==> src/sv/cbse_pkg.sv <==
// Shared constants and handshake enable types for the cubic B-spline evaluator.
package cbse_pkg;

   // Register stages inside one split multiplier.
   localparam int MUL_STAGES = 2;

   // Register stages inside one rounding and saturation unit.
   localparam int RND_STAGES = 3;

   // Widest slice of the wide operand that goes into one partial product.
   localparam int MUL_PIECE_MAX = 24;

   // The spline basis carries a common factor of 1/6.
   localparam int DIVISOR = 6;

   // Extra reciprocal bits for an exact divide by the basis divisor.
   localparam int RND_GUARD = 3;

   // Per-stage load enables handed to the pipelined units.
   typedef logic [MUL_STAGES-1:0] mul_en_type;
   typedef logic [RND_STAGES-1:0] rnd_en_type;

endpackage

==> src/sv/cbse_mul.sv <==
// Two-stage multiplier of a wide signed operand by an unsigned fraction, split into slices.
module cbse_mul
   import cbse_pkg::*;
#(
   parameter int A_WIDTH = 37,
   parameter int B_WIDTH = 16
) (
   input  logic                              clock,
   input  mul_en_type                        en,
   input  logic signed [A_WIDTH-1:0]         a,
   input  logic        [B_WIDTH-1:0]         b,
   output logic signed [A_WIDTH+B_WIDTH-1:0] p
);

   localparam int P_WIDTH     = A_WIDTH + B_WIDTH;
   localparam int NUM_PIECES  = (A_WIDTH + MUL_PIECE_MAX - 1) / MUL_PIECE_MAX;
   localparam int PIECE_WIDTH = (A_WIDTH + NUM_PIECES - 1) / NUM_PIECES;
   localparam int TOP_WIDTH   = A_WIDTH - (NUM_PIECES - 1) * PIECE_WIDTH;

   wire  signed [P_WIDTH-1:0]           term [NUM_PIECES];
   logic signed [B_WIDTH:0]             b_ext;
   logic signed [TOP_WIDTH+B_WIDTH:0]   top_full;
   logic signed [TOP_WIDTH+B_WIDTH-1:0] top_in, top_ff;
   logic signed [P_WIDTH-1:0]           sum_in, prod_ff;

   assign b_ext = {1'b0, b};

   // Lower slices of the operand are unsigned partial products.
   for (genvar g = 0; g < NUM_PIECES - 1; g++) begin : g_low
      logic [PIECE_WIDTH+B_WIDTH-1:0] pp_in, pp_ff;

      assign pp_in = a[g*PIECE_WIDTH +: PIECE_WIDTH] * b;

      always_ff @(posedge clock) begin
         if (en[0]) begin
            pp_ff <= pp_in;
         end
      end

      assign term[g] = P_WIDTH'(pp_ff) << (g * PIECE_WIDTH);
   end

   // The top slice carries the sign.
   assign top_full = $signed(a[A_WIDTH-1 -: TOP_WIDTH]) * b_ext;
   assign top_in   = top_full[TOP_WIDTH+B_WIDTH-1:0];

   always_ff @(posedge clock) begin
      if (en[0]) begin
         top_ff <= top_in;
      end
   end

   assign term[NUM_PIECES-1] = P_WIDTH'(top_ff) <<< ((NUM_PIECES - 1) * PIECE_WIDTH);

   // Second stage: line up and add the partial products.
   always_comb begin
      sum_in = '0;
      for (int i = 0; i < NUM_PIECES; i++) begin
         sum_in = sum_in + term[i];
      end
   end

   always_ff @(posedge clock) begin
      if (en[1]) begin
         prod_ff <= sum_in;
      end
   end

   assign p = prod_ff;

endmodule

==> config.mk <==
export PLATFORM = sky130hd
export DESIGN_NAME = cbse_mul
export DESIGN_NICKNAME = d
export VERILOG_FILES = /design/src/sv/cbse_pkg.sv /design/src/sv/cbse_mul.sv
export SDC_FILE = /design/constraint.sdc
export NUM_CORES = 2
export LEC_CHECK = 0
export BUFFER_PORTS_ARGS = -buffer_cell sky130_fd_sc_hd__buf_4
export CAP_MARGIN = 20
export CORE_ASPECT_RATIO = 0.5
export CORE_MARGIN = 2
export CORE_UTILIZATION = 40
export CTS_CLUSTER_DIAMETER = 150
export DETAILED_ROUTE_END_ITERATION = 10
export GPL_TIMING_DRIVEN = 0
export SLEW_MARGIN = 10
export SYNTH_ARGS = -nofsm -noshare
export SYNTH_HDL_FRONTEND = slang
export SYNTH_SLANG_ARGS = --single-unit
==> constraint.sdc <==
create_clock -name clock -period 7.9 [get_ports clock]
set_input_delay 1.185 -clock clock [delete_from_list [all_inputs] [get_ports clock]]
set_output_delay 1.185 -clock clock [all_outputs]
set_load 0.005 [all_outputs]
==> run metrics <==
status=finished clean; reg2reg setup slack=around 4.5 ns; grt ovf=0; Root Driver=clkbuf_16; CTS tree=done; Post-synth EDFFs=roughly 120; MaxCap Viol Count=0; commonest non-fill, non-tap cells in the layout=inv_1, fa_1, nand2_1; initial cell density of the core=slightly above 40%; area fraction in compound gates after synthesis=5.369%; Area Overhead vs Synth=9.620%; initial antenna violation count=5; Die H=between 150 and 200 µm; clk sinks=about 120; Final Setup Violations=0; DP Area=roughly 0.027 mm²; Critical Path End=g_low[0].pp_ff[31]; top_reg_cell synth=edfxtp_1; non-filler cells, final=about 3.6k; Top-Level Pins=roughly 110; Core Area=0.06295 mm²; critical path arrival=roughly 7.9 ns; dpl cells=around 3.6k; vias in the first global route=roughly 19k; TritonCTS Buffers=17; adder-cell share of the synthesized area=between 50% and 60%; syn_area_per_cell=about 9.7 µm²; Worst Hold Depth=0; fraction of layout cells with a size suffix above 1=under 10%; metal2 WL=32060 µm; dpl hpwl=between 50000 and 60000 µm; Crit. Startpoint=b[3]; Syn Std Cell Area=approximately 0.025 mm²; most used cell, CP=fa_1; part of the cycle the worst path needs=between 90% and 100%; final WL=~70000 µm; CP max stage delay=about 0.77 ns; RD Place Congestion=about 0.95; Rel. slew slack=between 20% and 30%; reg2reg start=top_ff[0]; synth warn=0; IO buf count=between 90 and 100; metal3 WL=about 5300 µm; die area=roughly 0.066 mm²; RSZ-0062 raised after global routing=no; Synth async-reset ratio=0%; Rows=65; Mapped Cells=~2.6k; clk buf depth=2; H-tree depth=4; routed len/inst=20.03 µm; largest family of logic cells by synthesized area=adder cells; Post-Layout Inst Area=about 0.028 mm²; Final Hold Viols=0; DRT Pass-1 Iters=6; drt drc=0; Critical Path RT=just over 8 ns; worst path cell trace=clkbuf_2 -> clkbuf_1 -> nand2_1 -> fa_1 -> fa_1 -> fa_1 -> inv_1 -> fa_1 -> fa_1 -> inv_1 -> fa_1 -> inv_1 -> ha_1 -> and3_1 -> and3_1 -> a41oi_1 -> a21o_1 -> o21ai_2 -> a2111oi_4 -> o41ai_1 -> o2111a_1; fmax=~0.13 GHz; CP Capture Type=flip-flop; R2R depth=13; XOR/XNOR Fraction of Synth Area=under 10%; Slowest-stage cell, CP=clkbuf_1; Startpoint Class=primary input; Nets=between 3k and 4k; initial drt markers=~1.5k; Final min period=7.705 ns; synth unique cells=roughly 70; Final ANT Viol Nets=0; vias post-DR=around 18k; Worst-Margin Slew=approximately 1.1 ns; largest net degree at the start of global routing=70; Hold WC Path Type=flip-flop to flip-flop; Crit Path Category=primary input to flip-flop; Clock Skew=approximately 0.022 ns; Seq/Total Area, Yosys=between 10% and 20%; r2r endpoint=p[41]; die width=between 300 and 400 µm; post-synthesis net count=3423; fin. max-slew vios=0; Worst-path clk slew=about 0.070 ns; first-pass GRT wire length=between 100000 and 150000 µm; post-CTS setup buffer count=0; Worst Path Max Fanout=10; Metal-1 WL=about 33000 µm; gr usage total=between 20% and 30%; Hold Buf Count CTS=0; flops & latches, synth=roughly 120; top layer in use=met4; vias per cell=just over 5; mux cell area share after synthesis=less than 1%; Clock Latency Late Sink=0.48 ns; commonest non-fill, non-tap cell in the layout=inv_1; Synth Area in Simple Gates=approximately 15%
cell usage after synthesis (3+ instances only):
cell,n,area [µm²]
a211oi_1,8,60.06
a21boi_0,3,22.52
a21o_1,26,195.2
a21oi_1,60,300.3
and2_1,267,1670
and3_1,12,75.07
and4_1,6,52.55
clkbuf_1,103,386.6
edfxtp_1,122,3664
fa_1,525,10510
ha_1,209,2615
inv_1,614,2305
nand2_1,367,1378
nand2b_1,10,62.56
nand3_1,13,65.06
nand4_1,8,50.05
nor2_1,51,191.4
nor2b_1,8,50.05
nor3_1,6,30.03
nor4_1,5,31.28
o211ai_1,6,45.04
o21a_1,11,82.58
o21ai_0,31,155.2
o21ai_1,4,20.02
o21bai_1,10,75.07
o31ai_1,3,22.52
or3_1,6,37.54
xnor2_1,70,613.1
xor2_1,22,192.7
worst max-delay path: cells and delay by family:
| family | cells | cell delay (ns) |
|---|---|---|
| compound gates | 6 | 1.67 |
| simple gates | 3 | 0.57 |
| buf+inv | 5 | 1.18 |
| fa+ha+maj | 7 | 3.30 |
state kept, by name, indices dropped and copies added (netlist names):
register	flops
g_low.pp_ff	35
p	53
top_ff	34
cell families (layout without fill, tap and decap cells):
family / after synthesis / count (layout)
AND/OR/NAND/NOR: 767 / 767
XOR/XNOR: 92 / 92
other: 0 / 2
flip-flops: 122 / 122
multiplexers: 2 / 2
adder cells (fa/ha/maj): 734 / 734
buffers and inverters: 717 / 844
AO/OA/AOI/OAI: 199 / 199
timing repair:
item	CTS	global route
endpoints found under the setup margin	7	7
gates resized for setup	11	46
hold endpoints to repair	0	0
worst min path at each step:
stage                     slack [ns]          startpoint  endpoint
after floorplan                 0.40   g_low[0].pp_ff[0]      p[0]
after CTS                       0.42   g_low[0].pp_ff[4]      p[4]
after detailed placement        0.40  g_low[0].pp_ff[11]     p[11]
final                           0.42   g_low[0].pp_ff[3]      p[3]
after global placement          0.40   g_low[0].pp_ff[7]      p[7]
after global routing            0.42  g_low[0].pp_ff[10]     p[10]
metrics by stage:
step	setup WS [ns]	util, %	TNS [ns]	hold slack, ns
floorplan	0.9452	-	0	0.4003
global placement	-0.9360	43.18	-10.79	0.4022
detailed placement	-0.9382	43.18	-11.50	0.4045
CTS	0.006299	44.21	0	0.4197
global route	0.01255	44.27	0	0.4231
finish	0.1952	44.28	0	0.4175
cell type report:
class	count	area (µm²)
Fill cell	6143	35080
Multi-Input combinational cell	1794	19080
Sequential cell	122	3664
Inverter	614	2305
Tap cell	837	1047
Timing Repair Buffer	95	710.7
Buffer	103	431.7
Clock buffer	17	425.4
Clock inverter	15	200.2
Antenna cell	2	5.005
metal layers:
layer  GRT usage, %  vias up
li1               -     8167
met1          33.11     9458
met2          35.87      580
met3          3.310       78
met4          6.745        0
met5              0        -
Power is not shown: default switching activity piles up to over one toggle a cycle in this logic, so the estimate is an artifact.
