$ cat src/sv/cbse_pkg.sv
// Shared constants and handshake enable types for the cubic B-spline evaluator.
package cbse_pkg;

   // Register stages inside one split multiplier.
   localparam int MUL_STAGES = 2;

   // Register stages inside one rounding and saturation unit.
   localparam int RND_STAGES = 3;

   // Widest slice of the wide operand that goes into one partial product.
   localparam int MUL_PIECE_MAX = 24;

   // The spline basis carries a common factor of 1/6.
   localparam int DIVISOR = 6;

   // Extra reciprocal bits for an exact divide by the basis divisor.
   localparam int RND_GUARD = 3;

   // Per-stage load enables handed to the pipelined units.
   typedef logic [MUL_STAGES-1:0] mul_en_type;
   typedef logic [RND_STAGES-1:0] rnd_en_type;

endpackage

$ cat src/sv/cbse_round.sv
// Three-stage unit that divides by six times a power of two, rounds and saturates.
module cbse_round
   import cbse_pkg::*;
#(
   parameter int NUM_WIDTH = 71,
   parameter int SHIFT     = 48,
   parameter int OUT_WIDTH = 16,
   parameter int MAG_WIDTH = 22
) (
   input  logic                        clock,
   input  rnd_en_type                  en,
   input  logic signed [NUM_WIDTH-1:0] num,
   output logic signed [OUT_WIDTH-1:0] res
);

   localparam int RECIP_SHIFT = MAG_WIDTH + RND_GUARD;
   localparam int PROD_WIDTH  = 2 * MAG_WIDTH + 1;
   localparam int Q_WIDTH     = PROD_WIDTH - RECIP_SHIFT;
   localparam int HALF_DIV    = DIVISOR / 2;
   localparam logic [MAG_WIDTH:0] RECIP =
      (MAG_WIDTH + 1)'(((64'd1 << RECIP_SHIFT) + 64'(DIVISOR - 1)) / 64'(DIVISOR));
   localparam logic [Q_WIDTH-1:0] LIM_POS = Q_WIDTH'((64'd1 << (OUT_WIDTH - 1)) - 64'd1);
   localparam logic [Q_WIDTH-1:0] LIM_NEG = Q_WIDTH'(64'd1 << (OUT_WIDTH - 1));
   localparam logic [OUT_WIDTH-1:0] OUT_MAX = {1'b0, {(OUT_WIDTH - 1){1'b1}}};
   localparam logic [OUT_WIDTH-1:0] OUT_MIN = {1'b1, {(OUT_WIDTH - 1){1'b0}}};

   logic                   neg_in, neg_a_ff, neg_b_ff;
   logic [NUM_WIDTH-1:0]   abs_val;
   logic [NUM_WIDTH:0]     biased, scaled;
   logic [MAG_WIDTH-1:0]   mag_in, mag_ff;
   logic [PROD_WIDTH-1:0]  prod;
   logic [Q_WIDTH-1:0]     quot_in, quot_ff;
   logic [OUT_WIDTH-1:0]   res_in, res_ff;

   // Stage A: magnitude, add half of the divisor in the scaled units, drop the
   // power-of-two part. Ties thus round away from zero.
   always_comb begin
      neg_in  = num[NUM_WIDTH-1];
      abs_val = neg_in ? NUM_WIDTH'(-num) : NUM_WIDTH'(num);
      biased  = {1'b0, abs_val} + ((NUM_WIDTH + 1)'(HALF_DIV) << SHIFT);
      scaled  = biased >> SHIFT;
      mag_in  = (|scaled[NUM_WIDTH:MAG_WIDTH]) ? '1 : scaled[MAG_WIDTH-1:0];
   end

   always_ff @(posedge clock) begin
      if (en[0]) begin
         neg_a_ff <= neg_in;
         mag_ff   <= mag_in;
      end
   end

   // Stage B: divide by six through a reciprocal that is exact for this range.
   assign prod    = mag_ff * RECIP;
   assign quot_in = prod[PROD_WIDTH-1:RECIP_SHIFT];

   always_ff @(posedge clock) begin
      if (en[1]) begin
         neg_b_ff <= neg_a_ff;
         quot_ff  <= quot_in;
      end
   end

   // Stage C: clamp to the output range and restore the sign.
   always_comb begin
      if (neg_b_ff) begin
         res_in = (quot_ff > LIM_NEG) ? OUT_MIN : -(OUT_WIDTH'(quot_ff));
      end else begin
         res_in = (quot_ff > LIM_POS) ? OUT_MAX : OUT_WIDTH'(quot_ff);
      end
   end

   always_ff @(posedge clock) begin
      if (en[2]) begin
         res_ff <= res_in;
      end
   end

   assign res = res_ff;

endmodule

$ cat config.mk
export PLATFORM = sky130hd
export DESIGN_NAME = cbse_round
export DESIGN_NICKNAME = d
export VERILOG_FILES = /design/src/sv/cbse_pkg.sv /design/src/sv/cbse_round.sv
export SDC_FILE = /design/constraint.sdc
export NUM_CORES = 1
export LEC_CHECK = 0
export BUFFER_PORTS_ARGS = -buffer_cell sky130_fd_sc_hd__buf_2
export CORE_UTILIZATION = 64
export CTS_CLUSTER_DIAMETER = 80
export DETAILED_ROUTE_END_ITERATION = 8
export PLACE_DENSITY = 0.89
export SLEW_MARGIN = 10
export SYNTH_ARGS = -nofsm -noshare
export SYNTH_HDL_FRONTEND = slang
export SYNTH_SLANG_ARGS = --single-unit
$ cat constraint.sdc
create_clock -name clock -period 8.14 [get_ports clock]
set_input_delay 0.814 -clock clock [delete_from_list [all_inputs] [get_ports clock]]
set_output_delay 0.814 -clock clock [all_outputs]
set_load 0.005 [all_outputs]
==> results.md <==
- Vias in the first global route: 9379
- CTS Sinks: 60
- Ys flop type: edfxtp_1
- Layout cells sized above 1: 0.111
- Die ar.: 19300 um^2
- Most frequent cells in the layout: 314 x inv_1, 216 x ha_1, 171 x fa_1, 90 x buf_2, 67 x nand2_1
- CP Launch Type: flip-flop
- Drt drc: 4
- RSZ-0062 raised after global routing: no
- Status: complete, but fails checks
- Area growth syn-to-layout: 7.97%
- GRT met2 Usage: 0.531
- HPWL Detailed: roughly 24000 um
- Clock transition at the registers of the reported paths: 0.06 ns
- Flops & latches, synth: 60
- Rows: a little under 50
- Final slew viol count: 0
- Busiest grt layer: met2
- Largest net degree at the start of global routing: 25
- F_max: 138 MHz
- Drt first-iter violations: 549
- Crit Path Class: reg2reg
- Syn_area_per_cell: slightly below 10 um^2
- Maxcap violations: 0
- Commonest non-fill, non-tap cell in the layout: inv_1
- Chip height: 139 um
- Max-slew headroom: 0.278
- Worst-Skew Late Latency: 0.34 ns
- Period Utilization, post-route: 0.893
- ANT nets after route: 0
- Worst Clk Skew: 0.00845 ns
- Initial antenna violation count: 1
- Vias: between 9000 and 10000
- Final Setup Violations: 0
- Final Critical Period: 7.27 ns
- DR vias/cell: 5.84
- Register area share after synthesis: 0.150
- PostCTS Resize Cnt: 0
- Mapped Area: roughly 12000 um^2
- Total routed wirelength: 27800 um
- Min-Delay Path Class: reg2reg
- All-Layer GR Usage: 0.304
- Starting density of the core: 0.661
- Clock tree root driver cell: clkbuf_16
- Met1 Track Usage GR: 0.374
- Post-route setup TNS: 0 ns
- EDFF count, synth: 60
- Die Wd: approximately 140 um
- Core area: about 18000 um^2
- Setup repair bufs after CTS: 0
- CP Max Fanout: 9
- Grt ovf: 0
- CP required: ~8.3 ns
- CTS max path bufs: 2
- CP Data Arrival Time: approximately 7.4 ns
- Hold Vio Cnt, Final: 0
- TritonRoute pass-1 iters: 7
- Ys async rst share: 0
- Yosys warnings: 0
- Htree depth: 3
- Io pins: between 90 and 100
- Final #Nets: 1772
- CTS tree: yes
- Slew @ Worst Pin: 1.07 ns
- Hold_buf cts: 0
- Crit. End Element: flip-flop
- # port buffers: 90
- First-pass GRT wire length: 45300 um
- Grt met3 use: 0.0615
- Drt wl/cell: 18.0 um
- Routability Congestion: about 1.0
- Cell count after synthesis: 1225
- CTS Buf Count: 9
- Failing checks: design-rule violations
- Synth Net Count: ~1700
- Number of distinct library cells after synthesis: 78
-- sequential cells by signal, indices dropped and copies added (netlist names) --
name / cells
mag_ff: 22
neg_a_ff: 1
neg_b_ff: 1
res: 16
quot_ff: 20
-- synth_stat cells (7+ instances only) --
| master | n | share of area |
|---|---|---|
| ha_1 | 216 | 0.23 |
| o311ai_0 | 9 | 0.0066 |
| inv_1 | 314 | 0.098 |
| a21oi_1 | 32 | 0.013 |
| nor3_1 | 17 | 0.0071 |
| nand3_1 | 21 | 0.0088 |
| a31oi_1 | 12 | 0.0063 |
| edfxtp_1 | 60 | 0.15 |
| fa_1 | 171 | 0.29 |
| xor2_1 | 16 | 0.012 |
| or3_1 | 12 | 0.0063 |
| nor4_1 | 12 | 0.0063 |
| nor2_1 | 45 | 0.014 |
| nand2b_1 | 7 | 0.0036 |
| and3_1 | 8 | 0.0042 |
| nand2_1 | 67 | 0.021 |
| o21a_1 | 7 | 0.0044 |
| o21ai_0 | 38 | 0.016 |
| clkbuf_1 | 10 | 0.0031 |
| xnor2_1 | 33 | 0.024 |
| nand2_2 | 9 | 0.0047 |
| nand4_1 | 14 | 0.0073 |
-- worst max-delay path, stage by stage (launching register included) --
cell and delay (ns):
edfxtp_1 0.57, ha_1 0.45, xor2_1 0.43, ha_1 0.23, nor2_1 0.05, fa_1 0.48
inv_1 0.06, fa_1 0.50, fa_1 0.52, fa_1 0.55, inv_1 0.05, fa_1 0.50
inv_1 0.04, ha_1 0.32, a21oi_1 0.18, o21ai_0 0.14, a21oi_1 0.15, o21ai_0 0.20
a21oi_1 0.27, a21boi_0 0.19, o21a_1 0.24, o21a_1 0.21, or4b_2 0.61, o2111ai_1 0.13
-- routing by layer --
| metal | routed length (um) | vias up |
|---|---|---|
| li1 | - | 4184 |
| met1 | 11000 | 4354 |
| met2 | 13600 | 405 |
| met3 | 2170 | 77 |
| met4 | 958 | 0 |
| met5 | 0 | - |
-- cell type report --
type / instances / area (um^2)
fillers: 1239 / 5190
flip-flops and latches: 60 / 1800
diodes: 1 / 2.50
inverters: 314 / 1180
multi-input cells: 834 / 8910
repair buffers: 91 / 458
well taps: 229 / 287
clock buffers: 9 / 225
clock inverters: 7 / 91.3
-- through the flow --
step	setup WS, ns	area [um^2]	hold WS [ns]	instances	utilization
floorplan	1.67	12000	0.400	1225	-
global placement	1.24	12600	0.522	1528	0.696
detailed placement	0.969	12600	0.521	1528	0.696
CTS	0.933	13000	0.539	1544	0.714
global route	0.455	13000	0.553	1545	0.714
finish	0.872	13000	0.542	1545	0.714
-- cell families (layout without fill, tap and decap cells) --
family                     after synthesis  in the layout  synth area share
AOI/OAI and AO/OA                      141            141            0.0780
xor gates and xnor gates                49             49            0.0358
adders and majority gates              387            387             0.510
buffers and inverters                  331            421             0.107
DFF                                     60             60             0.150
muxes                                    3              3           0.00271
other                                    0              1                 0
and+or+nand+nor                        254            254             0.116
-- final timing paths --
| check | from | endpoint | slack, ns | cells after the start |
|---|---|---|---|---|
| hold reg to reg | neg_a_ff | neg_b_ff | 0.54 | 0 |
| setup / recovery | mag_ff[1] | quot_ff[13] | 0.87 | 23 |
| setup reg to reg | mag_ff[1] | quot_ff[13] | 0.87 | 23 |
| hold / removal | neg_a_ff | neg_b_ff | 0.54 | 0 |
Power is left out: the tool's default activity adds up to more than one toggle a clock period on the data nets, which glitch-free logic cannot reach.
