<file path="config.mk">
export PLATFORM = sky130hd
export DESIGN_NAME = cbse_dly
export DESIGN_NICKNAME = d
export VERILOG_FILES = /design/src/sv/cbse_dly.sv
export SDC_FILE = /design/constraint.sdc
export NUM_CORES = 1
export LEC_CHECK = 0
export ABC_AREA = 1
export BUFFER_PORTS_ARGS = -buffer_cell sky130_fd_sc_hd__buf_2
export CAP_MARGIN = 10
export CORE_MARGIN = 2
export CORE_UTILIZATION = 51
export DETAILED_ROUTE_END_ITERATION = 6
export PLACE_DENSITY_LB_ADDON = 0.2
export RECOVER_POWER = 50
export SYNTH_ARGS = -nofsm -noshare
export SYNTH_HDL_FRONTEND = slang
export SYNTH_SLANG_ARGS = --single-unit
</file>
<file path="constraint.sdc">
create_clock -name clock -period 0.95 [get_ports clock]
set_clock_uncertainty 0.1 [all_clocks]
set_input_delay 0.2375 -clock clock [delete_from_list [all_inputs] [get_ports clock]]
set_output_delay 0.2375 -clock clock [all_outputs]
set_load 0.1 [all_outputs]
</file>
<file path="src/sv/cbse_dly.sv">
// Stall-aware delay line that carries a word alongside the pipeline stages.
module cbse_dly #(
   parameter int WIDTH = 16,
   parameter int DEPTH = 3
) (
   input  logic             clock,
   input  logic [DEPTH-1:0] en,
   input  logic [WIDTH-1:0] d,
   output logic [WIDTH-1:0] q
);

   logic [WIDTH-1:0] stage_ff [DEPTH];

   // Each tap loads from the one before it when its stage advances.
   always_ff @(posedge clock) begin
      if (en[0]) begin
         stage_ff[0] <= d;
      end
      for (int i = 1; i < DEPTH; i++) begin
         if (en[i]) begin
            stage_ff[i] <= stage_ff[i-1];
         end
      end
   end

   assign q = stage_ff[DEPTH-1];

endmodule

</file>
==> impl_metrics.ini, run 1 <==
[outcome]
outcome = finished with violations
violations = setup timing

[finish]
multi_input_comb_cells = 0
fillers = 188
fin_nets = 127
largest_reg_flops = 48
reg_top3 = stage_ff (48)
multiInputGateArea_um2 = 0
area_growth_pct = 35.7
top_register = stage_ff
final_layout_size_suffix_gt1_share_pct = 39.8
n_antenna_cell = 0

[timing]
whs_ps = 247
period_minus_slack_ps = 1330
worstMarginPinSlew_ps = 368
fmax_mhz = 752
slew_violations = 0
rsz0062_at_grt = true
final-setup-viol-count = 16
fin_crit_sh_pct = 140
slew_headroom_pct = 75.5
setup_tns_ps = -5830
setup_slack_ps = -380
final_hold_viol_count = 0

[floorplanning]
die_area_um2 = 3520
initial_utilization_pct = 52.4
die_h_um = 59.3
pin_count = 36
die_x_um = 59.3
core_um2 = 2980
row_count = 20

[clock_network]
h-tree-depth = 2
clock-root-buffer = clkbuf_4
clock-sinks = 48
cts_buffers = 5
cts.clk_slew.worst_paths_ps = 120
cts_tree = yes
cts_max_path_buffers = 2
post_cts_resized = 0
clkLatencyLatePin_ps = 360

[power]
p_clk_share_pct = 21.8
p_int_mw = 3.00
net-switching-power_mw = 1.02
power.leakage_nw = 0.791
p_seq_share_pct = 63.7
p_comb_share_pct = 14.5
switching_share_pct = 25.3
powerDensity_nw_per_um2 = 1900
vdd_drop_max_mv = 1.38

[setup_path]
crit_type = reg -> out
slowest_stage = edfxtp_1
max_stage_delay_ps = 450
r2r_setup_slack_ps = 190
end_kind = output pin
required_ps = 610
crit_fanout = 1
crit_chain = buf_12
arrival_ps = 990
cp-start-kind = flop
critPathBufInv = 1
critPathTopFamily = flip-flops

[logic_synthesis]
synthArstFlopShare_pct = 0
yosysTopAreaCell = edfxtp_1
yosysWarnings = 0
syn_avg_cell_area_um2 = 24.4
synth_top_area_share_pct = 92.3
yosysUniqueCellTypes = 2
synth_edf_count = 48
synth_fp_nets = 84
synth.area.top_cells = edfxtp_1 (92%), buf_4 (7.7%)
synthCells = 64
ys.flop_type = edfxtp_1
synth.ff_latch_count = 48
synth_area_um2 = 1560
synth_most_common_cell = edfxtp_1
yosysSeqAreaShare_pct = 92.3
synth_common_cells = edfxtp_1 (48), buf_4 (16)

[detailed_routing]
post-route-drc-count = 0
totalWireLength_um = 1660
viasPerCell = 4.45
firstDrtPassIters = 3
wl_per_cell_um = 11.7
drt-initial-drc-count = 25
via_count = 627
ant_nets = 0

[global_route]
antenna_found_initial = 0
grt_pass1_wl_um = 2890
grt_pass1_vias = 616
grt_max_degree = 17
grt_overflow = 0
track_usage_pct = 12.3

[min_path]
hold_path.class = in -> reg

[place]
gp_congestion = 0.598
io_buffers = 35

[flow_run]
cap_viol_max_count = 0
## routing by layer
layer  share of wire (%)  vias up  global-route usage (%)
met3                 8.2        6                    5.46
li1                    -      311                       -
met5                   0        -                       0
met2                  49       31                    17.1
met1                  40      279                    15.3
met4                 3.3        0                    8.77
## per-stage QoR
| stage | setup WS, ps | utilization, % | total power [mW] | instance area, µm² | cells |
|---|---|---|---|---|---|
| after floorplan | 37.6 | - | 2.93 | 1560 | 64 |
| after detailed placement | -24.4 | 64.4 | 3.15 | 1920 | 117 |
| after global placement | 0.390 | 64.4 | 3.14 | 1920 | 117 |
| after global routing | -455 | 71.2 | 4.20 | 2120 | 141 |
| final | -380 | 71.2 | 4.02 | 2120 | 141 |
| after CTS | -425 | 71.7 | 4.08 | 2130 | 141 |
## cells by family after synthesis
kind of cell  after synthesis  share of synthesized area, %
flops                      48                          92.3
buf+inv                    16                          7.69
## power by group through the flow
stage	sequential (mW)	combinational (mW)	clock, mW
6_report	2.56	0.581	0.877
5_1_grt	2.58	0.599	1.02
4_1_cts	2.56	0.591	0.923
3_5_place_dp	2.61	0.541	0
3_3_place_gp	2.60	0.536	0
2_1_floorplan	2.57	0.357	0
## placed cells by master, fill, tap and decap left out
cell            n
edfxtp_1       48
buf_2          17
dlygate4sd3_1  16
buf_12         16
clkbuf_4        5
clkbuf_2        3
clkinvlp_4      2
clkinv_1        1
## final timing paths
kind | endpoint | cells after the start | from
setup / recovery | q[11] | 1 | stage_ff[0][43]
hold / removal | stage_ff[0][32] | 1 | en[2]
hold reg to reg | stage_ff[0][17] | 0 | stage_ff[0][1]
setup reg to reg | stage_ff[0][27] | 0 | stage_ff[0][11]
## area by class of cell
cell class	instances	area, µm²	share of cell area, %
clock buffer	5	37.5	1.77
tap	33	41.3	1.95
sequential	48	1440	68.0
clock inverter	3	18.8	0.885
timing repair buffer	52	581	27.4
## repair_timing
action                                  4_1_cts  5_1_grt
endpoints found under the hold margin        16        0
cloned                                        0        0
hold buffers                                 16        0
buffers inserted                              0        0
endpoints found under the setup margin       16       16
Note: power is estimated with default switching activity, not from simulation.
==> run 2: changes to the inputs <==
- CORE_UTILIZATION: 51 -> 55
- clock period: 0.95 -> 1.7 ns (I/O delays scaled with it)
==> run 2 against run 1 <==
  * The run now ends clean
  * Clock power fell by 48%
  * Worst setup slack improved by 450 ps
  * Via count fell by 12%
  * Sequential share of layout area rose by 17 points
  * Final area fell by 20%
  * Sequential cell count did not move
  * Cell count fell by 14%
  * Die area fell by 6.8%
  * Combinational power fell by 61%
  * Wire length fell by 17%
  * First-iteration DRC count fell by 32%
  * Clock-buffer cell count rose by 1
==> impl_metrics.ini, run 2 (synthesized netlist as in run 1, its figures left out) <==
[outcome]
outcome = finished, final reports clean

[floorplanning]
die_h_um = 57.3
row_count = 19
die_area_um2 = 3280
core_um2 = 2730
die_x_um = 57.3
initial_utilization_pct = 57.1
pin_count = 36

[finish]
fin_nets = 110
multiInputGateArea_um2 = 0
n_antenna_cell = 0
top_register = stage_ff
multi_input_comb_cells = 0
final_cell_mix = edfxtp_1 (48), buf_2 (34), clkbuf_4 (5), clkbuf_1 (2), clkinv_2 (1)
reg_top3 = stage_ff (48)
area_growth_pct = 8.89
final_common_cell = edfxtp_1
final_layout_size_suffix_gt1_share_pct = 44.4
largest_reg_flops = 48
fin_cells = 121

[global_route]
antenna_found_initial = 0
grt_pass1_vias = 489
grt_pass1_wl_um = 2260
track_usage_pct = 10.4
grt_max_degree = 17
grt_overflow = 0

[flow_run]
cap_viol_max_count = 0

[setup_path]
crit_chain = buf_2
r2r_setup_slack_ps = 950
r2r-start = stage_ff[0][3]
crit_start = stage_ff[0][36]
cp-start-kind = flop
crit_fanout = 1
max_stage_delay_ps = 420
critPathBufInv = 1
crit_type = reg -> out
arrival_ps = 1110
critPathTopFamily = buffers and inverters
required_ps = 1170
end_kind = output pin
slowest_stage = buf_2

[place]
gp_congestion = 0.654
place_inst = 114
pre_cts_ws_ps = 445
io_buffers = 35

[detailed_routing]
totalWireLength_um = 1370
viasPerCell = 4.56
wl_per_cell_um = 11.3
via_count = 552
post-route-drc-count = 0
ant_nets = 0
drt-initial-drc-count = 17
firstDrtPassIters = 4

[clock_network]
cts.clk_slew.worst_paths_ps = 110
cts_max_path_buffers = 2
hold_buffers = 0
clock-sinks = 48
cts_tree = yes
post-cts-setup-buffers = 0
clkLatencyLatePin_ps = 340
cts_buffers = 5
post_cts_resized = 0
h-tree-depth = 2
clock-root-buffer = clkbuf_4

[power]
p_comb_share_pct = 10.8
p_clk_share_pct = 21.6
vdd_drop_max_mv = 0.843
power.total_mw = 2.09
switching_share_pct = 24.5
p_int_mw = 1.58
net-switching-power_uw = 513
power.leakage_nw = 0.633
powerDensity_nw_per_um2 = 1230
p_seq_share_pct = 67.6

[timing]
fmax_mhz = 613
final-setup-viol-count = 0
fin_crit_sh_pct = 95.9
rsz0062_at_grt = false
setup_slack_ps = 69.9
worstMarginPinSlew_ps = 763
slew_violations = 0
final_hold_viol_count = 0
slew_headroom_pct = 49.2
setup_tns_ps = 0
period_minus_slack_ps = 1630
whs_ps = 147

[min_path]
hp-start = d[0]
hold_path.class = in -> reg
[run 2: power by group through the flow]
stage | clock network, mW | logic (mW) | registers [mW]
2_1_floorplan | 0 | 0.199 | 1.44
3_3_place_gp | 0 | 0.226 | 1.44
3_5_place_dp | 0 | 0.228 | 1.44
4_1_cts | 0.479 | 0.228 | 1.41
5_1_grt | 0.522 | 0.234 | 1.42
6_report | 0.452 | 0.226 | 1.41
[run 2: area by class of cell]
type                    count  area, µm²
flip-flops and latches     48       1440
fillers                   183       1030
repair buffers             35        174
clock buffers               6       41.3
well taps                  31       38.8
clock inverters             1       5.00
[run 2: metal layers]
| metal | part of all wire [%] | GRT usage, % | up-vias | routed length [µm] |
|---|---|---|---|---|
| met1 | 43 | 12.9 | 238 | 592 |
| met5 | 0 | 0 | - | 0 |
| li1 | - | - | 276 | - |
| met2 | 41 | 12.2 | 31 | 560 |
| met4 | 4.6 | 8.97 | 0 | 63 |
| met3 | 11 | 7.03 | 7 | 157 |
[run 2: per-stage QoR]
stage | utilization [%] | instance area (µm²)
finish | 62.2 | 1700
global route | 62.2 | 1700
detailed placement | 60.5 | 1660
CTS | 62.2 | 1700
floorplan | - | 1560
global placement | 60.5 | 1660
[run 2: final timing paths]
check                                       end  cells past startpoint
worst max-delay path                       q[4]                      1
worst min-delay path             stage_ff[0][0]                      1
worst max register to register  stage_ff[0][19]                      0
worst min register to register  stage_ff[0][37]                      0
