--- config.mk ---
export PLATFORM = sky130hd
export DESIGN_NAME = cbse_coef
export DESIGN_NICKNAME = d
export VERILOG_FILES = /design/src/sv/cbse_coef.sv
export SDC_FILE = /design/constraint.sdc
export NUM_CORES = 1
export LEC_CHECK = 0
export ABC_AREA = 1
export BUFFER_PORTS_ARGS = -buffer_cell sky130_fd_sc_hd__buf_2
export CAP_MARGIN = 25
export CELL_PAD_IN_SITES_DETAIL_PLACEMENT = 1
export CELL_PAD_IN_SITES_GLOBAL_PLACEMENT = 1
export CORE_MARGIN = 8
export CORE_UTILIZATION = 43
export DETAILED_ROUTE_END_ITERATION = 7
export PLACE_DENSITY = 0.79
export SYNTH_ARGS = -nofsm -noshare
export SYNTH_HDL_FRONTEND = slang
export SYNTH_SLANG_ARGS = --single-unit
export TNS_END_PERCENT = 5
--- constraint.sdc ---
create_clock -name clock -period 5.05 [get_ports clock]
set_input_delay 0.7575 -clock clock [delete_from_list [all_inputs] [get_ports clock]]
set_output_delay 0.7575 -clock clock [all_outputs]
set_load 0.005 [all_outputs]
--- src/sv/cbse_coef.sv ---
// Power-basis coefficient stage: turns four control samples into scaled cubic coefficients.
module cbse_coef #(
   parameter int SAMPLE_WIDTH = 16,
   parameter int FRAC_WIDTH   = 16,
   parameter int COEF_WIDTH   = 20
) (
   input  logic                         clock,
   input  logic                         en,
   input  logic signed [SAMPLE_WIDTH-1:0] sample_0,
   input  logic signed [SAMPLE_WIDTH-1:0] sample_1,
   input  logic signed [SAMPLE_WIDTH-1:0] sample_2,
   input  logic signed [SAMPLE_WIDTH-1:0] sample_3,
   input  logic        [FRAC_WIDTH-1:0]   frac_pos,
   output logic signed [COEF_WIDTH-1:0]   coef_3,
   output logic signed [COEF_WIDTH-1:0]   coef_2,
   output logic signed [COEF_WIDTH-1:0]   coef_1,
   output logic signed [COEF_WIDTH-1:0]   coef_0,
   output logic        [FRAC_WIDTH-1:0]   frac
);

   logic signed [COEF_WIDTH-1:0] s0, s1, s2, s3;
   logic signed [COEF_WIDTH-1:0] diff_12, mid_sum, diff_20;
   logic signed [COEF_WIDTH-1:0] coef_3_in, coef_2_in, coef_1_in, coef_0_in;
   logic signed [COEF_WIDTH-1:0] coef_3_ff, coef_2_ff, coef_1_ff, coef_0_ff;
   logic        [FRAC_WIDTH-1:0] frac_ff;

   // Coefficients times six: c3 = -p0+3p1-3p2+p3, c2 = 3p0-6p1+3p2,
   // c1 = -3p0+3p2, c0 = p0+4p1+p2. Multiples by three are shift and add.
   always_comb begin
      s0        = COEF_WIDTH'(sample_0);
      s1        = COEF_WIDTH'(sample_1);
      s2        = COEF_WIDTH'(sample_2);
      s3        = COEF_WIDTH'(sample_3);
      diff_12   = s1 - s2;
      mid_sum   = s0 - (s1 <<< 1) + s2;
      diff_20   = s2 - s0;
      coef_3_in = (s3 - s0) + (diff_12 <<< 1) + diff_12;
      coef_2_in = (mid_sum <<< 1) + mid_sum;
      coef_1_in = (diff_20 <<< 1) + diff_20;
      coef_0_in = s0 + (s1 <<< 2) + s2;
   end

   // Stage register.
   always_ff @(posedge clock) begin
      if (en) begin
         coef_3_ff <= coef_3_in;
         coef_2_ff <= coef_2_in;
         coef_1_ff <= coef_1_in;
         coef_0_ff <= coef_0_in;
         frac_ff   <= frac_pos;
      end
   end

   assign coef_3 = coef_3_ff;
   assign coef_2 = coef_2_ff;
   assign coef_1 = coef_1_ff;
   assign coef_0 = coef_0_ff;
   assign frac   = frac_ff;

endmodule

==> results.py, run 1 <==
metrics = {
    "power_and_ir_drop": {
        "p_per_area_nw_per_um2": 488,
        "p_leak_nw": 7.21,
        "ir_drop_uv": 178,
    },
    "clock_tree": {
        "cts_tree": "done",
        "htreeDepth": 3,
        "clock_sinks": 93,
        "clk_pin_slew_ns": 0.08,
        "clock-root-buffer": "clkbuf_16",
        "postCtsSetupBuffers": 0,
        "holdBufCountCts": 0,
        "cts_resized": 0,
        "cts_buffers": 9,
        "cts_buffer_depth": 2,
    },
    "floorplan": {
        "rows": 60,
        "pin_count": 178,
        "coreArea_um2": 26600,
        "die_w_um": 179,
        "start_util_pct": 43.2,
        "die_h_um": 179,
        "die-area_um2": 32200,
    },
    "worst_hold_path": {
        "worstHoldStart": "frac_pos[14]",
        "hold-path-endpoint": "frac[14]",
        "hold_path.class": "in2reg",
        "whs_path_depth": 1,
    },
    "sta": {
        "fin_setup_tns_ns": 0,
        "setup_viol": 0,
        "final_max_slew_viol_count": 0,
        "maxSlewHeadroom_pct": 56.2,
        "fin_crit_sh_pct": 90.0,
        "fin_ws_ns": 0.505,
        "fmax_ghz": 0.220,
        "rsz0062_at_grt": "false",
        "hold_viol": 0,
        "worst_pin_slew_ns": 0.658,
        "holdWs_ns": 0.559,
        "period_needed_ns": 4.54,
    },
    "global_route": {
        "antenna_found_initial": 6,
        "track_usage_pct": 22.2,
        "grt_max_degree": 51,
        "grt_overflow_total": 0,
        "grt_pass1_vias": 11600,
        "grt_pass1_wl_um": 57900,
    },
    "synth": {
        "synthCells": 1570,
        "syn_avg_cell_area_um2": 7.32,
        "synth_nets": 1850,
        "ys_seq_elements": 93,
        "synth_warnings": 0,
        "ys_types": 30,
        "ys_seq_area_share_pct": 24.3,
        "synth_area_um2": 11500,
    },
    "worst_setup_path": {
        "start_kind": "input pin",
        "worstSetupPathType": "in2reg",
        "arrival_ns": 4.68,
        "worstPathMaxFanout": 4,
        "worstPathRequired_ns": 5.18,
        "end_kind": "flip-flop",
    },
    "placed_design": {
        "port-buffer-count": 177,
        "hpwl_um": 31200,
        "gp_congestion": 0.936,
        "dp_cells": 2084,
        "place_ws_ns": 0.109,
    },
    "drt": {
        "remaining_drc_errors": 0,
        "wl_per_cell_um": 17.2,
        "dr.pass1.iters": 4,
        "drt_wl_total_um": 36200,
        "final_antenna_net_count": 0,
        "num_vias": 10800,
        "viasPerCell": 5.12,
        "drt-initial-drc-count": 388,
    },
    "run": {
        "cap_violations": 0,
    },
    "finish": {
        "multi_input_area_um2": 7470,
        "area_growth_pct": 13.9,
        "fill_cells": 3512,
        "instances_no_fill": 2104,
        "final_core_util_pct": 49.2,
        "seqCellArea_um2": 2790,
        "layout.nets": 2034,
        "drive_gt1_share_pct": 13.6,
    },
    "run_status": {
        "status": "finished clean",
    },
}
## per-stage QoR
stage | area, um^2 | power [mW]
after CTS | 13100 | 6.45
final | 13100 | 6.39
after floorplan | 11500 | 4.37
after global placement | 12800 | 5.48
after detailed placement | 12800 | 5.66
after global routing | 13100 | 7.02
## report_power, final
group,switching (mW),internal (mW)
combinational,2.71,1.54
clock,0.400,0.353
sequential,0.0625,1.32
total,3.17,3.22
## worst max-delay path: stages
cell and delay (ns):
buf_2 0.10, inv_1 0.07, ha_1 0.23, fa_1 0.41, nand3b_1 0.17, nand2_1 0.18
nand3_1 0.13, nand2_2 0.11, xnor2_1 0.18, inv_1 0.09, fa_1 0.50, inv_1 0.06
fa_1 0.49, inv_1 0.04, ha_1 0.35, nand2_1 0.11, inv_1 0.06, a21oi_1 0.18
nand3_2 0.17, nand2_1 0.12, nand2_1 0.06, nand2_1 0.05, nand2_1 0.04
## sequential cells by signal, indices dropped and copies added, names as in the netlist
register,cells
coef_2,19
coef_0,19
coef_3,20
frac,16
coef_1,19
## final cells by class
| cell class | count | share of cell area [%] |
|---|---|---|
| Clock inverter | 7 | 0.574 |
| Tap cell | 341 | 3.26 |
| Multi-Input combinational cell | 1158 | 57.1 |
| Timing Repair Buffer | 178 | 6.85 |
| Antenna cell | 4 | 0.0765 |
| Sequential cell | 93 | 21.4 |
| Inverter | 314 | 9.01 |
| Clock buffer | 9 | 1.72 |
## cell usage in the layout (no fill, tap or decap), types with 34 or more instances in the layout
cell type	count
nand3_1	91
nand2_1	483
fa_1	72
o21ai_0	34
ha_1	126
a21oi_1	103
xor2_1	38
inv_1	313
edfxtp_1	93
nor2_1	101
buf_2	176
## cells in the mapped netlist, drive strengths merged
master / instances / area share [%]
nand2: 499 / 17
inv: 314 / 10
ha: 126 / 14
a21oi: 110 / 5.0
nor2: 108 / 3.7
nand3: 99 / 4.7
edfxtp: 93 / 24
fa: 72 / 13
o21ai: 41 / 1.9
xor2: 38 / 2.9
xnor2: 19 / 1.4
nor3: 16 / 0.74
and2: 14 / 0.78
buf: 5 / 0.36
nand3b: 5 / 0.33
a21o: 4 / 0.26
nand4: 4 / 0.22
a31oi: 1 / 0.055
nor4: 1 / 0.055
o31ai: 1 / 0.065
## routing by layer
layer | global-route usage [%] | up-vias | routed length (um)
met3 | 3.67 | 51 | 1470
met4 | 7.84 | 6 | 929
met5 | 0 | - | 35
met2 | 41.1 | 199 | 18300
li1 | - | 5319 | -
met1 | 25.3 | 5191 | 15500
## cell families after synthesis
kind of cell / share of synthesized area, %
DFF: 24.3
and+or+nand+nor: 27.1
adders and majority gates: 26.3
AOI/OAI and AO/OA: 7.32
xor gates and xnor gates: 4.35
buffers and inverters: 10.6
## worst max-delay path by stage
stage / from / to / slack, ns / depth (start not counted)
5_1_grt: sample_1[0] / coef_3[19] / 0.25 / 22
6_report: sample_1[0] / coef_3[15] / 0.51 / 23
3_3_place_gp: sample_1[0] / coef_3[18] / 0.26 / 22
4_1_cts: sample_1[0] / coef_3[19] / 0.49 / 23
3_5_place_dp: sample_1[0] / coef_3[18] / 0.11 / 22
2_1_floorplan: sample_1[0] / coef_3[19] / 0.74 / 22
No activity file was read; power rests on OpenSTA's default activity.
==> inputs of run 2 (changes only) <==
--- a/config.mk
+++ b/config.mk
@@ -13,7 +13,7 @@
 export CORE_MARGIN = 8
 export CORE_UTILIZATION = 43
 export DETAILED_ROUTE_END_ITERATION = 7
-export PLACE_DENSITY = 0.79
+export PLACE_DENSITY_LB_ADDON = 0.1
 export SYNTH_ARGS = -nofsm -noshare
 export SYNTH_HDL_FRONTEND = slang
 export SYNTH_SLANG_ARGS = --single-unit
==> run 2 against run 1 <==
Routed wire length fell by 5.9%. Highest routed layer unchanged. Fmax rose by 0.73%. Cell area barely moved. Largest cell class unchanged. Critical path depth fell by 1. Sequential cell count did not move. Power fell by 1.5%.
==> results.py, run 2 (same netlist as run 1, synthesis figures left out) <==
metrics = {
    "power_and_ir_drop": {
        "p_per_area_nw_per_um2": 481,
        "p_leak_nw": 7.22,
        "ir_drop_uv": 215,
    },
    "placed_design": {
        "port-buffer-count": 177,
        "gp_congestion": 0.924,
        "dp_cells": 2085,
        "place_area_um2": 12800,
        "hpwl_um": 29600,
        "place_ws_ns": 0.177,
    },
    "worst_setup_path": {
        "end_kind": "flip-flop",
        "worst_path_most_repeated_cell": "nand2_1",
        "cpMaxStageDelayCell": "fa_1",
        "worstSetupPathType": "in2reg",
        "max_stage_delay_ns": 0.55,
        "worstPathRequired_ns": 5.18,
        "worstPathMaxFanout": 5,
        "crit_path_cell_trace": "buf_2 -> inv_1 -> ha_1 -> fa_1 -> nand3b_1 -> nand2_1 -> nand2_1 -> nand2_1 -> nand3_1 -> nand2_1 -> nand2_1 -> nand2_1 -> fa_1 -> fa_1 -> inv_1 -> ha_1 -> a21oi_1 -> o21ai_0 -> a21oi_1 -> nand2_1 -> nand2_1 -> nand2_1",
        "arrival_ns": 4.64,
        "start_kind": "input pin",
    },
    "finish": {
        "fill_cells": 3497,
        "area_growth_pct": 13.8,
        "insertedDiodeCount": 0,
        "instances_no_fill": 2101,
        "largest_reg_flops": 20,
        "layout.nets": 2035,
        "finalInstanceArea_um2": 13100,
        "mostFrequentLayoutCells": "nand2_1 (483), inv_1 (313), buf_2 (176)",
        "final_common_cell": "nand2_1",
        "drive_gt1_share_pct": 13.6,
    },
    "sta": {
        "fmax_ghz": 0.222,
        "setup_viol": 0,
        "fin_setup_tns_ns": 0,
        "period_needed_ns": 4.51,
        "rsz0062_at_grt": "false",
        "maxSlewHeadroom_pct": 51.2,
        "hold_viol": 0,
        "holdWs_ns": 0.566,
        "worst_pin_slew_ns": 0.732,
        "fin_ws_ns": 0.538,
        "final_max_slew_viol_count": 0,
        "fin_crit_sh_pct": 89.3,
    },
    "drt": {
        "num_vias": 10500,
        "drt_wl_total_um": 34100,
        "remaining_drc_errors": 0,
        "final_antenna_net_count": 0,
        "wl_per_cell_um": 16.2,
        "drt-initial-drc-count": 417,
        "viasPerCell": 5.00,
        "dr.pass1.iters": 4,
    },
    "clock_tree": {
        "clock_sinks": 93,
        "cts_resized": 0,
        "cts_tree": "done",
        "cts_buffer_depth": 2,
        "postCtsSetupBuffers": 0,
        "holdBufCountCts": 0,
        "clock-root-buffer": "clkbuf_16",
        "cts_buffers": 9,
        "htreeDepth": 3,
        "clk_pin_slew_ns": 0.08,
    },
    "floorplan": {
        "coreArea_um2": 26600,
        "rows": 60,
        "die_h_um": 179,
        "die_w_um": 179,
        "start_util_pct": 43.2,
        "die-area_um2": 32200,
        "pin_count": 178,
    },
    "global_route": {
        "grt_overflow_total": 0,
        "grt_pass1_vias": 11200,
        "antenna_found_initial": 1,
        "grt_max_degree": 53,
        "grt_pass1_wl_um": 56400,
        "track_usage_pct": 21.2,
    },
    "run": {
        "cap_violations": 0,
    },
    "worst_hold_path": {
        "hold_path.class": "in2reg",
    },
    "run_status": {
        "status": "finished clean",
    },
}
## run 2: cell types whose count changed in the layout (fill, tap and decap cells not counted)
cell,delta
buf_4,+1
diode_2,-4
clkinv_4,+1
clkinvlp_4,-1
## run 2: worst max-delay path, delay by kind of cell
family,cells,cell delay (ns)
fa+ha+maj,5,2.00
buf+inv,3,0.22
simple gates,11,1.16
compound gates,3,0.49
## run 2: path summary, 6_finish.rpt
| kind | start | to | slack (ns) | cells after the start |
|---|---|---|---|---|
| hold / removal | frac_pos[7] | frac[7] | 0.57 | 1 |
| setup / recovery | sample_1[0] | coef_3[18] | 0.54 | 22 |
## run 2: final cells by class
| cell class | instances | area (um^2) | area share [%] |
|---|---|---|---|
| clock buffer | 9 | 225 | 1.72 |
| clock inverter | 7 | 76.3 | 0.584 |
| inverter | 314 | 1180 | 9.01 |
| multi-input combinational | 1158 | 7470 | 57.2 |
| sequential | 93 | 2790 | 21.4 |
| tap | 341 | 427 | 3.26 |
| timing repair buffer | 179 | 903 | 6.91 |
## run 2: through the flow
| stage | util, % | power [mW] |
|---|---|---|
| floorplan | - | 4.37 |
| detailed placement | 48.1 | 5.59 |
| global route | 49.2 | 7.00 |
| finish | 49.2 | 6.29 |
| global placement | 48.1 | 5.45 |
| CTS | 49.2 | 6.38 |
## run 2: where the power goes
group / internal [mW] / switching (mW) / leakage, nW
sequential: 1.32 / 0.0567 / 0.909
combinational: 1.54 / 2.65 / 6.17
clock: 0.353 / 0.371 / 0.148
total: 3.22 / 3.07 / 7.22
## run 2: per-layer routing
metal	up-vias	GRT usage, %	share of wire [%]
li1	5300	-	-
met1	4998	26.6	46
met2	173	37.2	48
met3	30	4.19	4.4
met4	2	4.53	1.5
met5	-	0	0.038
==> inputs of run 3 (changes only) <==
--- a/config.mk
+++ b/config.mk
@@ -5,13 +5,12 @@
 export SDC_FILE = /design/constraint.sdc
 export NUM_CORES = 1
 export LEC_CHECK = 0
-export ABC_AREA = 1
 export BUFFER_PORTS_ARGS = -buffer_cell sky130_fd_sc_hd__buf_2
 export CAP_MARGIN = 25
 export CELL_PAD_IN_SITES_DETAIL_PLACEMENT = 1
 export CELL_PAD_IN_SITES_GLOBAL_PLACEMENT = 1
 export CORE_MARGIN = 8
-export CORE_UTILIZATION = 43
+export CORE_UTILIZATION = 45
 export DETAILED_ROUTE_END_ITERATION = 7
 export PLACE_DENSITY_LB_ADDON = 0.1
 export SYNTH_ARGS = -nofsm -noshare
==> run 3 against run 2 <==
The run now ends with negative setup slack left. Worst hold slack better by 0.0047 ns. Clock-buffer cell count is 1 higher. Routed wire length is 13% lower. Sequential cell count unchanged. Clock power shrank 7.0%. Cell area is 2.5% lower. Largest power group unchanged.
==> results.py, run 3 <==
metrics = {
    "floorplan": {
        "die_h_um": 168,
        "die_w_um": 168,
        "rows": 55,
        "start_util_pct": 45.7,
        "pin_count": 178,
        "coreArea_um2": 22600,
        "die-area_um2": 28100,
    },
    "worst_setup_path": {
        "start_kind": "input pin",
        "arrival_ns": 5.22,
        "cp-endpoint": "coef_3[16]",
        "worstSetupPathType": "in2reg",
        "worstPathRequired_ns": 5.16,
        "end_kind": "flip-flop",
        "worstPathMaxFanout": 4,
        "cp-startpoint": "sample_1[0]",
    },
    "placed_design": {
        "gp_congestion": 0.837,
        "dp_cells": 1620,
        "port-buffer-count": 177,
        "hpwl_um": 24800,
        "place_area_um2": 12300,
    },
    "synth": {
        "synth_compound_area_share_pct": 18.5,
        "synth_nets": 1349,
        "ys_top_cells_by_count": "inv_1 (174), ha_1 (126), edfxtp_1 (93)",
        "ys_dominant_reg_cell": "edfxtp_1",
        "synth_xor_area_share_pct": 7.70,
        "syn_avg_cell_area_um2": 9.68,
        "synth_warnings": 0,
        "synth_area_um2": 10400,
        "ys_seq_area_share_pct": 27.0,
        "synthSimpleGateAreaFrac_pct": 10.4,
        "synth_mux_area_share_pct": 0.302,
        "synthAdderAreaFrac_pct": 29.2,
        "ys_types": 65,
        "netlist.area_leader.share_pct": 27.0,
        "synthCells": 1069,
        "ys_async_sr_fraction_pct": 0,
        "synth-edff-count": 93,
        "synth_area_leaders": "edfxtp_1 (27%), ha_1 (15%), fa_1 (14%)",
        "synth.most_common_cell": "inv_1",
        "yosys.area.top_type": "edfxtp_1",
        "synth_top_family_by_area": "adder cells",
        "ys_seq_elements": 93,
    },
    "power_and_ir_drop": {
        "power_frac_seq_pct": 20.9,
        "swShare_pct": 42.4,
        "comb_power_share_pct": 69.2,
        "p_switching_mw": 2.88,
        "p_clk_share_pct": 9.9,
        "p_leak_nw": 6.17,
        "ir_drop_uv": 216,
        "internal_power_mw": 3.90,
        "finalPower_mw": 6.78,
        "p_per_area_nw_per_um2": 532,
    },
    "drt": {
        "dr.pass1.iters": 5,
        "num_vias": 8790,
        "drt-initial-drc-count": 270,
        "remaining_drc_errors": 0,
        "viasPerCell": 5.35,
        "final_antenna_net_count": 0,
        "wl_per_cell_um": 18.0,
        "drt_wl_total_um": 29600,
    },
    "sta": {
        "fin_setup_tns_ns": -0.0642,
        "fmax_ghz": 0.196,
        "period_needed_ns": 5.11,
        "setup_viol": 1,
        "rsz0062_at_grt": "true",
        "fin_crit_sh_pct": 101,
        "hold_viol": 0,
        "maxSlewHeadroom_pct": 53.9,
        "holdWs_ns": 0.570,
        "fin_ws_ns": -0.0642,
        "worst_pin_slew_ns": 0.691,
        "final_max_slew_viol_count": 0,
    },
    "finish": {
        "layout.nets": 1631,
        "final_common_cell": "buf_2",
        "largest_reg_flops": 20,
        "instances_no_fill": 1643,
        "drive_gt1_share_pct": 25.3,
        "finalInstanceArea_um2": 12700,
        "mostFrequentLayoutCells": "buf_2 (174), inv_1 (171), ha_1 (124)",
        "fill_cells": 2628,
        "multi_input_area_um2": 6940,
        "area_growth_pct": 23.1,
        "seqCellArea_um2": 2790,
    },
    "clock_tree": {
        "cts_buffers": 9,
        "clock_sinks": 93,
        "htreeDepth": 3,
        "clk_pin_slew_ns": 0.07,
        "clock-root-buffer": "clkbuf_16",
        "holdBufCountCts": 0,
        "cts_buffer_depth": 2,
        "cts_tree": "done",
    },
    "global_route": {
        "track_usage_pct": 21.2,
        "grt_pass1_wl_um": 48500,
        "grt_pass1_vias": 9570,
        "grt_max_degree": 50,
        "antenna_found_initial": 5,
        "grt_overflow_total": 0,
    },
    "run_status": {
        "violations": "negative setup slack",
        "status": "complete, but fails checks",
    },
    "run": {
        "cap_violations": 0,
    },
    "worst_hold_path": {
        "worstHoldStart": "frac_pos[4]",
        "hold_path.class": "in2reg",
    },
}
==> run 3: changes by cell type after synthesis, moves of 17 or more <==
cell,change
a211oi_1,+17
a21oi_1,-18
inv_1,-139
nor2_1,-44
a21o_1,+39
nand3_1,-80
xnor2_1,+43
nand2_1,-450
nand2b_1,+17
==> run 3: metrics by stage <==
| step | worst slack, ns | utilization (%) |
|---|---|---|
| after floorplan | 0.0223 | - |
| after global placement | -0.251 | 54.5 |
| after detailed placement | -0.393 | 54.5 |
| after CTS | -0.0206 | 55.8 |
| after global routing | -0.259 | 56.3 |
| final | -0.0642 | 56.3 |
==> run 3: logic make-up after synthesis <==
family / after synthesis
AO/OA/AOI/OAI: 287
AND/OR/NAND/NOR: 208
adder cells (fa/ha/maj): 198
buffers and inverters: 189
flip-flops: 93
XOR/XNOR: 91
multiplexers: 3
==> run 3: cell type report <==
cell class	instances	share of cell area, %
clock buffer	10	1.80
inverter	174	5.14
antenna	2	0.0393
timing repair buffer	286	13.5
multi-input combinational	787	54.4
tap	285	2.80
sequential	93	21.9
clock inverter	6	0.363
==> run 3: how the worst min path moves through the flow <==
stage / to / slack [ns] / cells after the start
after CTS: frac[4] / 0.56 / 1
after detailed placement: frac[2] / 0.94 / 1
after global routing: frac[7] / 0.56 / 1
after global placement: frac[14] / 0.93 / 1
final: frac[4] / 0.57 / 1
after floorplan: frac[0] / 0.86 / 0
==> run 3: power by group through the flow <==
stage / logic, mW / clock network [mW] / registers [mW]
final: 4.69 / 0.673 / 1.42
after detailed placement: 4.58 / 0 / 1.44
after floorplan: 2.94 / 0 / 1.49
after global placement: 4.44 / 0 / 1.43
after global routing: 5.24 / 0.718 / 1.45
after CTS: 4.64 / 0.697 / 1.42
==> run 3: routing by layer <==
metal / part of all wire, % / vias to the layer above / GRT usage, %
met5: 0.14 / - / 0
met4: 1.2 / 8 / 4.58
met3: 4.0 / 31 / 3.93
met2: 50 / 150 / 38.3
met1: 44 / 4268 / 25.7
li1: - / 4333 / -
==> run 3: repair_timing <==
action | 4_1_cts | 5_1_grt
setup buffers | 0 | 5
cloned | 0 | 0
pin swaps | 0 | 17
gates resized for setup | 2 | 18
setup endpoints to repair | 4 | 7
==> run 3: critical path: stages <==
cell	delay (ns)
buf_8	0.08
inv_4	0.03
ha_4	0.16
fa_2	0.34
nor2b_2	0.13
o21ai_2	0.07
a21o_1	0.22
a21boi_2	0.21
a21oi_2	0.10
buf_4	0.14
mux2i_1	0.12
or2_4	0.24
fa_1	0.50
inv_1	0.05
fa_1	0.49
inv_1	0.05
ha_1	0.32
and4_1	0.25
a311o_1	0.34
a2111oi_4	0.38
nor3_2	0.09
xor2_1	0.16
